File: src/hw/rtl/mamt_pkg.sv
// ----------------------------------------------------------------------------
// mamt_pkg: shared types and constants for the matrix add/multiply/transpose unit
// Sizes, request and operation codes, and the item structs of both channels.
// ----------------------------------------------------------------------------
`default_nettype none

package mamt_pkg;

  localparam int MaxDim    = 8;
  localparam int ElemWidth = 16;
  localparam int IdxWidth  = $clog2(MaxDim);
  localparam int AddrWidth = 2 * IdxWidth;
  localparam int Depth     = MaxDim * MaxDim;
  localparam int DimWidth  = 4;
  localparam int ValWidth  = 40;
  localparam int ProdWidth = 2 * ElemWidth;
  localparam int CfgIdxWidth = 2;

  typedef enum logic [1:0] {
    ReqLoadA = 2'd0,
    ReqLoadB = 2'd1,
    ReqRun   = 2'd2,
    ReqNone  = 2'd3
  } req_e;

  typedef enum logic [1:0] {
    OpAdd    = 2'd0,
    OpMul    = 2'd1,
    OpTransA = 2'd2,
    OpTransB = 2'd3
  } op_e;

  typedef enum logic [CfgIdxWidth-1:0] {
    CfgRowsA = 2'd0,
    CfgColsA = 2'd1,
    CfgRowsB = 2'd2,
    CfgColsB = 2'd3
  } cfg_e;

  typedef struct packed {
    req_e                        req_type;
    logic [2:0]                  elem_row;
    logic [2:0]                  elem_col;
    logic signed [15:0]          elem_value;
    op_e                         operation;
  } in_item_t;

  typedef struct packed {
    logic [2:0]                  out_row;
    logic [2:0]                  out_col;
    logic signed [ValWidth-1:0]  out_value;
    logic                        status;
    logic                        last;
  } out_item_t;

  // Flags that travel with one read beat down the pipeline.
  typedef struct packed {
    logic                        vld;
    logic                        first;
    logic                        last_k;
    logic                        last_el;
    logic [IdxWidth-1:0]         row;
    logic [IdxWidth-1:0]         col;
  } beat_t;

endpackage

`default_nettype wire

File: src/hw/rtl/matrix_add_multiply_transpose_unit.sv
// ----------------------------------------------------------------------------
// matrix_add_multiply_transpose_unit: integer matrix add, multiply, transpose
// Two element memories (A, B), a read sequencer, one shared multiplier and an
// accumulator that emits result elements in row-major order.
// ----------------------------------------------------------------------------
//  channel   | direction | handshake                     | payload
//  ----------+-----------+-------------------------------+----------------------
//  request   | in        | start_i && !busy_o            | in_item_i
//  result    | out       | res_valid_o (one cycle)       | res_o
//  config    | in        | cfg_valid_i && cfg_ready_o    | cfg_index_i, cfg_data_i
//
// A run issues one memory read per cycle: one per element for add and transpose,
// cols_a per element for multiply (up to 8, 512 for 8x8). Each result passes the
// read data, product or sum, and output registers after its last read; busy_o
// holds until the pipeline drains. A shape error gives its result the cycle after
// start. Reset clears control and sets the shape registers to 1; memory is
// undefined until loaded. The receiver cannot stall; cfg_ready_o is high.
`default_nettype none

module matrix_add_multiply_transpose_unit (
  input  wire logic                                 clk_i,
  input  wire logic                                 rst_ni,
  input  wire logic                                 start_i,
  output logic                                      busy_o,
  input  wire mamt_pkg::in_item_t                   in_item_i,
  output logic                                      res_valid_o,
  output mamt_pkg::out_item_t                       res_o,
  input  wire logic                                 cfg_valid_i,
  output logic                                      cfg_ready_o,
  input  wire logic [mamt_pkg::CfgIdxWidth-1:0]     cfg_index_i,
  input  wire logic [mamt_pkg::DimWidth-1:0]        cfg_data_i
);

  localparam int IW = mamt_pkg::IdxWidth;
  localparam int EW = mamt_pkg::ElemWidth;
  localparam int VW = mamt_pkg::ValWidth;

  typedef enum logic [1:0] {
    StIdle = 2'b01,
    StRun  = 2'b10
  } state_e;

  // Clamp a dimension register to 1..MaxDim and return its highest index.
  function automatic logic [IW-1:0] max_idx(input logic [mamt_pkg::DimWidth-1:0] r);
    logic [IW-1:0] res;
    if (r == '0) begin
      res = '0;
    end else if (r > mamt_pkg::DimWidth'(mamt_pkg::MaxDim)) begin
      res = IW'(mamt_pkg::MaxDim - 1);
    end else begin
      res = IW'(r - 1'b1);
    end
    return res;
  endfunction

  // Shape registers
  logic [mamt_pkg::DimWidth-1:0] rows_a_q, cols_a_q, rows_b_q, cols_b_q;

  always_ff @(posedge clk_i or negedge rst_ni) begin
    if (!rst_ni) begin
      rows_a_q <= mamt_pkg::DimWidth'(1);
      cols_a_q <= mamt_pkg::DimWidth'(1);
      rows_b_q <= mamt_pkg::DimWidth'(1);
      cols_b_q <= mamt_pkg::DimWidth'(1);
    end else if (cfg_valid_i && cfg_ready_o) begin
      case (mamt_pkg::cfg_e'(cfg_index_i))
        mamt_pkg::CfgRowsA: rows_a_q <= cfg_data_i;
        mamt_pkg::CfgColsA: cols_a_q <= cfg_data_i;
        mamt_pkg::CfgRowsB: rows_b_q <= cfg_data_i;
        mamt_pkg::CfgColsB: cols_b_q <= cfg_data_i;
        default: ;
      endcase
    end
  end

  assign cfg_ready_o = 1'b1;

  logic [IW-1:0] ra, ca, rb, cb;
  assign ra = max_idx(rows_a_q);
  assign ca = max_idx(cols_a_q);
  assign rb = max_idx(rows_b_q);
  assign cb = max_idx(cols_b_q);

  // Request decode
  state_e state_q, state_d;
  logic   accept, run_go, shape_err;

  assign accept = start_i && !busy_o;

  always_comb begin
    shape_err = 1'b0;
    case (in_item_i.operation)
      mamt_pkg::OpAdd: shape_err = (ra != rb) || (ca != cb);
      mamt_pkg::OpMul: shape_err = (ca != rb);
      default:         shape_err = 1'b0;
    endcase
  end

  assign run_go = accept && (in_item_i.req_type == mamt_pkg::ReqRun);

  // Element memories
  logic signed [EW-1:0] mem_a [mamt_pkg::Depth];
  logic signed [EW-1:0] mem_b [mamt_pkg::Depth];
  logic signed [EW-1:0] rd_a_q, rd_b_q;
  logic [mamt_pkg::AddrWidth-1:0] wr_addr, rd_addr_a, rd_addr_b;
  logic rd_en;

  assign wr_addr = {in_item_i.elem_row, in_item_i.elem_col};

  // Loads are only taken while no run is reading, so no forwarding is needed.
  always_ff @(posedge clk_i) begin
    if (accept && in_item_i.req_type == mamt_pkg::ReqLoadA) begin
      mem_a[wr_addr] <= in_item_i.elem_value[EW-1:0];
    end
    if (rd_en) begin
      rd_a_q <= mem_a[rd_addr_a];
    end
  end

  always_ff @(posedge clk_i) begin
    if (accept && in_item_i.req_type == mamt_pkg::ReqLoadB) begin
      mem_b[wr_addr] <= in_item_i.elem_value[EW-1:0];
    end
    if (rd_en) begin
      rd_b_q <= mem_b[rd_addr_b];
    end
  end

  // Read sequencer
  mamt_pkg::op_e op_q;
  logic [IW-1:0] lim_i_q, lim_j_q, lim_k_q;
  logic [IW-1:0] i_q, j_q, k_q, i_d, j_d, k_d;
  mamt_pkg::beat_t beat0;

  always_comb begin
    state_d = state_q;
    i_d = i_q;
    j_d = j_q;
    k_d = k_q;
    case (state_q)
      StIdle: begin
        if (run_go && !shape_err) begin
          state_d = StRun;
          i_d = '0;
          j_d = '0;
          k_d = '0;
        end
      end
      StRun: begin
        if (k_q != lim_k_q) begin
          k_d = k_q + 1'b1;
        end else begin
          k_d = '0;
          if (j_q != lim_j_q) begin
            j_d = j_q + 1'b1;
          end else begin
            j_d = '0;
            if (i_q != lim_i_q) begin
              i_d = i_q + 1'b1;
            end else begin
              state_d = StIdle;
            end
          end
        end
      end
      default: state_d = StIdle;
    endcase
  end

  assign rd_en = (state_q == StRun);

  always_comb begin
    case (op_q)
      mamt_pkg::OpAdd: begin
        rd_addr_a = {i_q, j_q};
        rd_addr_b = {i_q, j_q};
      end
      mamt_pkg::OpMul: begin
        rd_addr_a = {i_q, k_q};
        rd_addr_b = {k_q, j_q};
      end
      default: begin
        rd_addr_a = {j_q, i_q};
        rd_addr_b = {j_q, i_q};
      end
    endcase
  end

  assign beat0.vld     = rd_en;
  assign beat0.first   = (k_q == '0);
  assign beat0.last_k  = (k_q == lim_k_q);
  assign beat0.last_el = (k_q == lim_k_q) && (j_q == lim_j_q) && (i_q == lim_i_q);
  assign beat0.row     = i_q;
  assign beat0.col     = j_q;

  always_ff @(posedge clk_i or negedge rst_ni) begin
    if (!rst_ni) begin
      state_q <= StIdle;
    end else begin
      state_q <= state_d;
    end
  end

  always_ff @(posedge clk_i) begin
    i_q <= i_d;
    j_q <= j_d;
    k_q <= k_d;
    if (run_go && !shape_err) begin
      op_q <= in_item_i.operation;
      case (in_item_i.operation)
        mamt_pkg::OpAdd: begin
          lim_i_q <= ra;
          lim_j_q <= ca;
          lim_k_q <= '0;
        end
        mamt_pkg::OpMul: begin
          lim_i_q <= ra;
          lim_j_q <= cb;
          lim_k_q <= ca;
        end
        mamt_pkg::OpTransA: begin
          lim_i_q <= ca;
          lim_j_q <= ra;
          lim_k_q <= '0;
        end
        default: begin
          lim_i_q <= cb;
          lim_j_q <= rb;
          lim_k_q <= '0;
        end
      endcase
    end
  end

  // Pipeline: read data -> product, sum or element -> accumulate and emit
  mamt_pkg::beat_t beat1_q, beat2_q;
  logic signed [VW-1:0] val2_q, val2_d, acc_q, acc_d;
  logic signed [mamt_pkg::ProdWidth-1:0] prod;
  logic signed [EW:0] sum;

  assign prod = mamt_pkg::ProdWidth'(rd_a_q) * mamt_pkg::ProdWidth'(rd_b_q);
  assign sum  = (EW+1)'(rd_a_q) + (EW+1)'(rd_b_q);

  always_comb begin
    case (op_q)
      mamt_pkg::OpAdd:    val2_d = VW'(sum);
      mamt_pkg::OpMul:    val2_d = VW'(prod);
      mamt_pkg::OpTransA: val2_d = VW'(rd_a_q);
      default:            val2_d = VW'(rd_b_q);
    endcase
  end

  assign acc_d = beat2_q.first ? val2_q : acc_q + val2_q;

  always_ff @(posedge clk_i or negedge rst_ni) begin
    if (!rst_ni) begin
      beat1_q     <= '0;
      beat2_q     <= '0;
      res_valid_o <= 1'b0;
    end else begin
      beat1_q     <= beat0;
      beat2_q     <= beat1_q;
      res_valid_o <= (beat2_q.vld && beat2_q.last_k) || (run_go && shape_err);
    end
  end

  always_ff @(posedge clk_i) begin
    val2_q <= val2_d;
    if (beat2_q.vld) begin
      acc_q <= acc_d;
    end
    // Error result replaces the element path; the two never coincide.
    if (run_go && shape_err) begin
      res_o <= '{out_row: '0, out_col: '0, out_value: '0, status: 1'b1, last: 1'b1};
    end else begin
      res_o <= '{out_row: 3'(beat2_q.row), out_col: 3'(beat2_q.col), out_value: acc_d,
                 status: 1'b0, last: beat2_q.last_el};
    end
  end

  assign busy_o = (state_q == StRun) || beat1_q.vld || beat2_q.vld;

endmodule

`default_nettype wire
File: config.mk
export PLATFORM = sky130hd
export DESIGN_NAME = matrix_add_multiply_transpose_unit
export DESIGN_NICKNAME = d
export VERILOG_FILES = /design/src/hw/rtl/mamt_pkg.sv /design/src/hw/rtl/matrix_add_multiply_transpose_unit.sv
export SDC_FILE = /design/constraint.sdc
export NUM_CORES = 2
export LEC_CHECK = 0
export BUFFER_PORTS_ARGS = -buffer_cell sky130_fd_sc_hd__buf_2
export CAP_MARGIN = 20
export CORE_MARGIN = 2
export CORE_UTILIZATION = 30
export DETAILED_ROUTE_END_ITERATION = 10
export GPL_ROUTABILITY_DRIVEN = 0
export PLACE_DENSITY_LB_ADDON = 0.08
export SLEW_MARGIN = 20
export SYNTH_ARGS = -nofsm -noshare
export SYNTH_HDL_FRONTEND = slang
export SYNTH_SLANG_ARGS = --single-unit
File: constraint.sdc
create_clock -name clk_i -period 6 [get_ports clk_i]
set_input_delay 0.3 -clock clk_i [delete_from_list [all_inputs] [get_ports clk_i]]
set_output_delay 0.3 -clock clk_i [all_outputs]
set_load 0.01 [all_outputs]
==> metrics.txt <==
simple-gate portion of the synthesized area=0.0458; Buf/Inv on CP=5; R2R depth=20; startpoint types=register; worst skew pair latency=0.91 ns; core footprint=331000 um^2; Synth Instances=5636; post-synthesis to final-layout area growth=18.1%; delay of the slowest critical-path stage=0.60 ns; worst-path cell chain=buf_12 > and2_4 > fa_1 > inv_2 > fa_1 > fa_1 > fa_1 > inv_2 > fa_1 > fa_1 > ha_4 > buf_6 > a21o_1 > a21oi_1 > nor2b_1 > a311oi_2 > buf_4 > nand2_1 > xor2_1 > mux4_2; FP Rows=about 210; top cells by count, synth=2140 x edfxtp_1, 543 x mux4_2, 347 x inv_1, 345 x nand2_1, 264 x fa_1; kind of critical path=reg -> reg; ys flop type=edfxtp_1; most used cell, CP=fa_1; Die Width=581 um; slew margin rel.=0.166; Critical Path Sink Type=register; Synth Cell Area=99800 um^2; Synth Area in XOR/XNOR=0.00728; Worst IR Drop VDD=between 1000 and 1500 uV; vias in the first global route=55800; initial antenna violation count=36; Fmax=165 MHz; die height=581 um; CTS buffer count=269; Final WS setup=-0.0564 ns; routed len/inst=27.8 um; global-route wire length before repair=429000 um; routed vias/inst=~5; Finish-stage setup viols=2; pins over their slew limit=0; Remaining Overflow, GRT=0; post-route clock period utilization=1.01; layout cells sized above 1=0.260; Top delay family on crit path=adder cells; YS warnings=0; CTS tree=built; share of the synthesized area in the top cell type=0.644; slowest CP cell=fa_1; Final Hold Fails=0; worst hold path type=in -> reg; CP arrival=6.81 ns; post-synthesis mux area share=0.136; via count=about 52000; EDFF count, synth=2140; num ports=87; H-tree levels=5; synth unique cells=79; clk slew on worst S/H paths=around 0.06 ns; Inst Count DP=approximately 10000; largest family of logic cells by synthesized area=multiplexers; Setup TNS Final=-0.0641 ns; Leakage Power=approximately 40 nW; Final nets=6665; total wire length=about 300000 um; minimum clock period=6.06 ns; Detailed Place HPWL=194000 um; PortBufs=85; DR iter-0 viols=3879; Post-Syn Area per Cell=between 15 and 20 um^2; Fin Hold WS=0.0863 ns; most common cell in the netlist=edfxtp_1; register area share after synthesis=0.670; die area=337000 um^2; non-filler cells, final=10800; Area contributors post-synth=edfxtp_1 64%, mux4_2 12%, fa_1 5.3%, ha_1 1.9%, dfxtp_1 1.6%; max cap viols=0; initial core utilization=0.302; Pwr Density=513 nW/um^2; critical path depth=20; #FFs+latches synth=2259; Crit Path Max Fanout=6; Clock Skew=0.0603 ns; Async S/R FF share, synth=0.0173; pre-CTS setup slack=-0.131 ns; Longest Clk Path Bufs=4; first-pass detailed-route iteration total=5; largest net degree at the start of global routing=~80; Slew @ Worst Pin=~1.3 ns; Post-Syn Nets=6084; Synth Area in Compound Gates=0.0414; Root Buffer=clkbuf_16; area leader, netlist=edfxtp_1; hold path depth=1; total clock sinks=2259; Worst EP required=6.75 ns; violated checks=setup timing; post-synthesis adder-cell area fraction=0.0722; RSZ-0062 raised after global routing=yes; status=finished, violations left; post-route DRC violation count=0; DRT antenna net count=0; Total Routing Usage GR=0.177
==> final cells by class <==
cell class | count | area, um^2
fill | 31200 | 213000
timing repair buffer | 593 | 4990
tap | 4366 | 5460
clock buffer | 337 | 7060
antenna | 12 | 30.0
sequential | 2259 | 66800
multi-input combinational | 2746 | 31000
clock inverter | 140 | 1140
inverter | 348 | 1310
==> worst register-to-register path, stage by stage, from the launching register on <==
cell	delay [ns]
edfxtp_1	0.44
buf_12	0.17
and2_4	0.16
fa_1	0.56
inv_2	0.05
fa_1	0.47
fa_1	0.51
fa_1	0.52
inv_2	0.05
fa_1	0.50
fa_1	0.60
ha_4	0.22
buf_6	0.12
a21o_1	0.14
a21oi_1	0.12
nor2b_1	0.07
a311oi_2	0.26
buf_4	0.20
nand2_1	0.11
xor2_1	0.19
mux4_2	0.48
==> repair_timing <==
action | 4_1_cts | 5_1_grt
resized for setup | 21 | 117
setup endpoints to repair | 10 | 22
setup buffers | 2 | 22
pin swaps | 9 | 74
cloned | 0 | 2
endpoints found under the hold margin | 890 | 0
hold buffers | 30 | 0
==> cell families after synthesis <==
family,after synthesis
flops,2259
simple gates,959
mux,670
buf+inv,631
compound gates,614
fa+ha+maj,419
xor+xnor,83
other cells,1
==> registers in the layout (all words and copies together), names as in the netlist, 2 cells and up <==
signal,cells
cols_b_q,4
beat2_q,10
acc_q,40
i_q,3
rows_b_q,4
lim_j_q,3
lim_k_q,3
res_o,48
mem_b,1024
mem_a,1024
beat1_q,10
cols_a_q,4
k_q,3
j_q,3
lim_i_q,3
op_q,2
rd_b_q,16
rows_a_q,4
state_q,2
val2_q,32
rd_a_q,16
==> path summary, 6_finish.rpt <==
check / from / slack [ns] / to
max reg2reg: rd_b_q[5] / -0.06 / val2_q[14]
max in group asynchronous: rst_ni / 5.26 / beat2_q[9]
min: in_item_i[17] / 0.09 / mem_b[20][15]
max: rd_b_q[5] / -0.06 / val2_q[14]
min in group asynchronous: rst_ni / 0.12 / beat1_q[4]
min reg2reg: beat1_q[3] / 0.33 / beat2_q[3]
==> stage by stage <==
stage	cell area [um^2]	total power (W)	utilization
2_1_floorplan	99800	0.0321	-
3_5_place_dp	109000	0.0424	0.328
3_3_place_gp	108000	0.0425	0.328
4_1_cts	117000	0.0587	0.354
5_1_grt	118000	0.0640	0.356
6_report	118000	0.0604	0.356
==> layout by cell type, fill, tap and decap left out, types with 28 or more instances in the layout <==
cell type	instances
edfxtp_1	2140
mux4_2	543
buf_4	419
nand2_1	340
inv_1	334
clkbuf_16	272
fa_1	247
and2_1	201
a211oi_1	176
nor2_1	162
ha_1	134
a21oi_1	108
mux2i_1	104
dfxtp_1	80
buf_2	69
o21ai_0	63
a31oi_1	63
clkbuf_1	62
clkinv_1	58
xnor2_1	54
nor2b_1	46
clkinv_2	42
nor2_2	38
a21o_1	37
buf_12	37
buf_6	34
dfrtp_1	32
dlygate4sd3_1	30
nand3_1	28
xor2_1	28
==> where the power goes <==
part | internal [W] | switching [W] | leakage, nW
Clock | 0.00892 | 0.00661 | 4.01
Combinational | 0.0120 | 0.0147 | 15.7
Sequential | 0.0179 | 0.000298 | 20.4
==> metal layers <==
layer | global-route usage | vias to the layer above | wire length, um
li1 | - | 23100 | -
met1 | 0.239 | 28100 | 133000
met2 | 0.303 | 912 | 150000
met3 | 0.0214 | 338 | 10500
met4 | 0.0411 | 8 | 6680
met5 | 0 | - | 52
No activity file was read; power rests on OpenSTA's default activity.
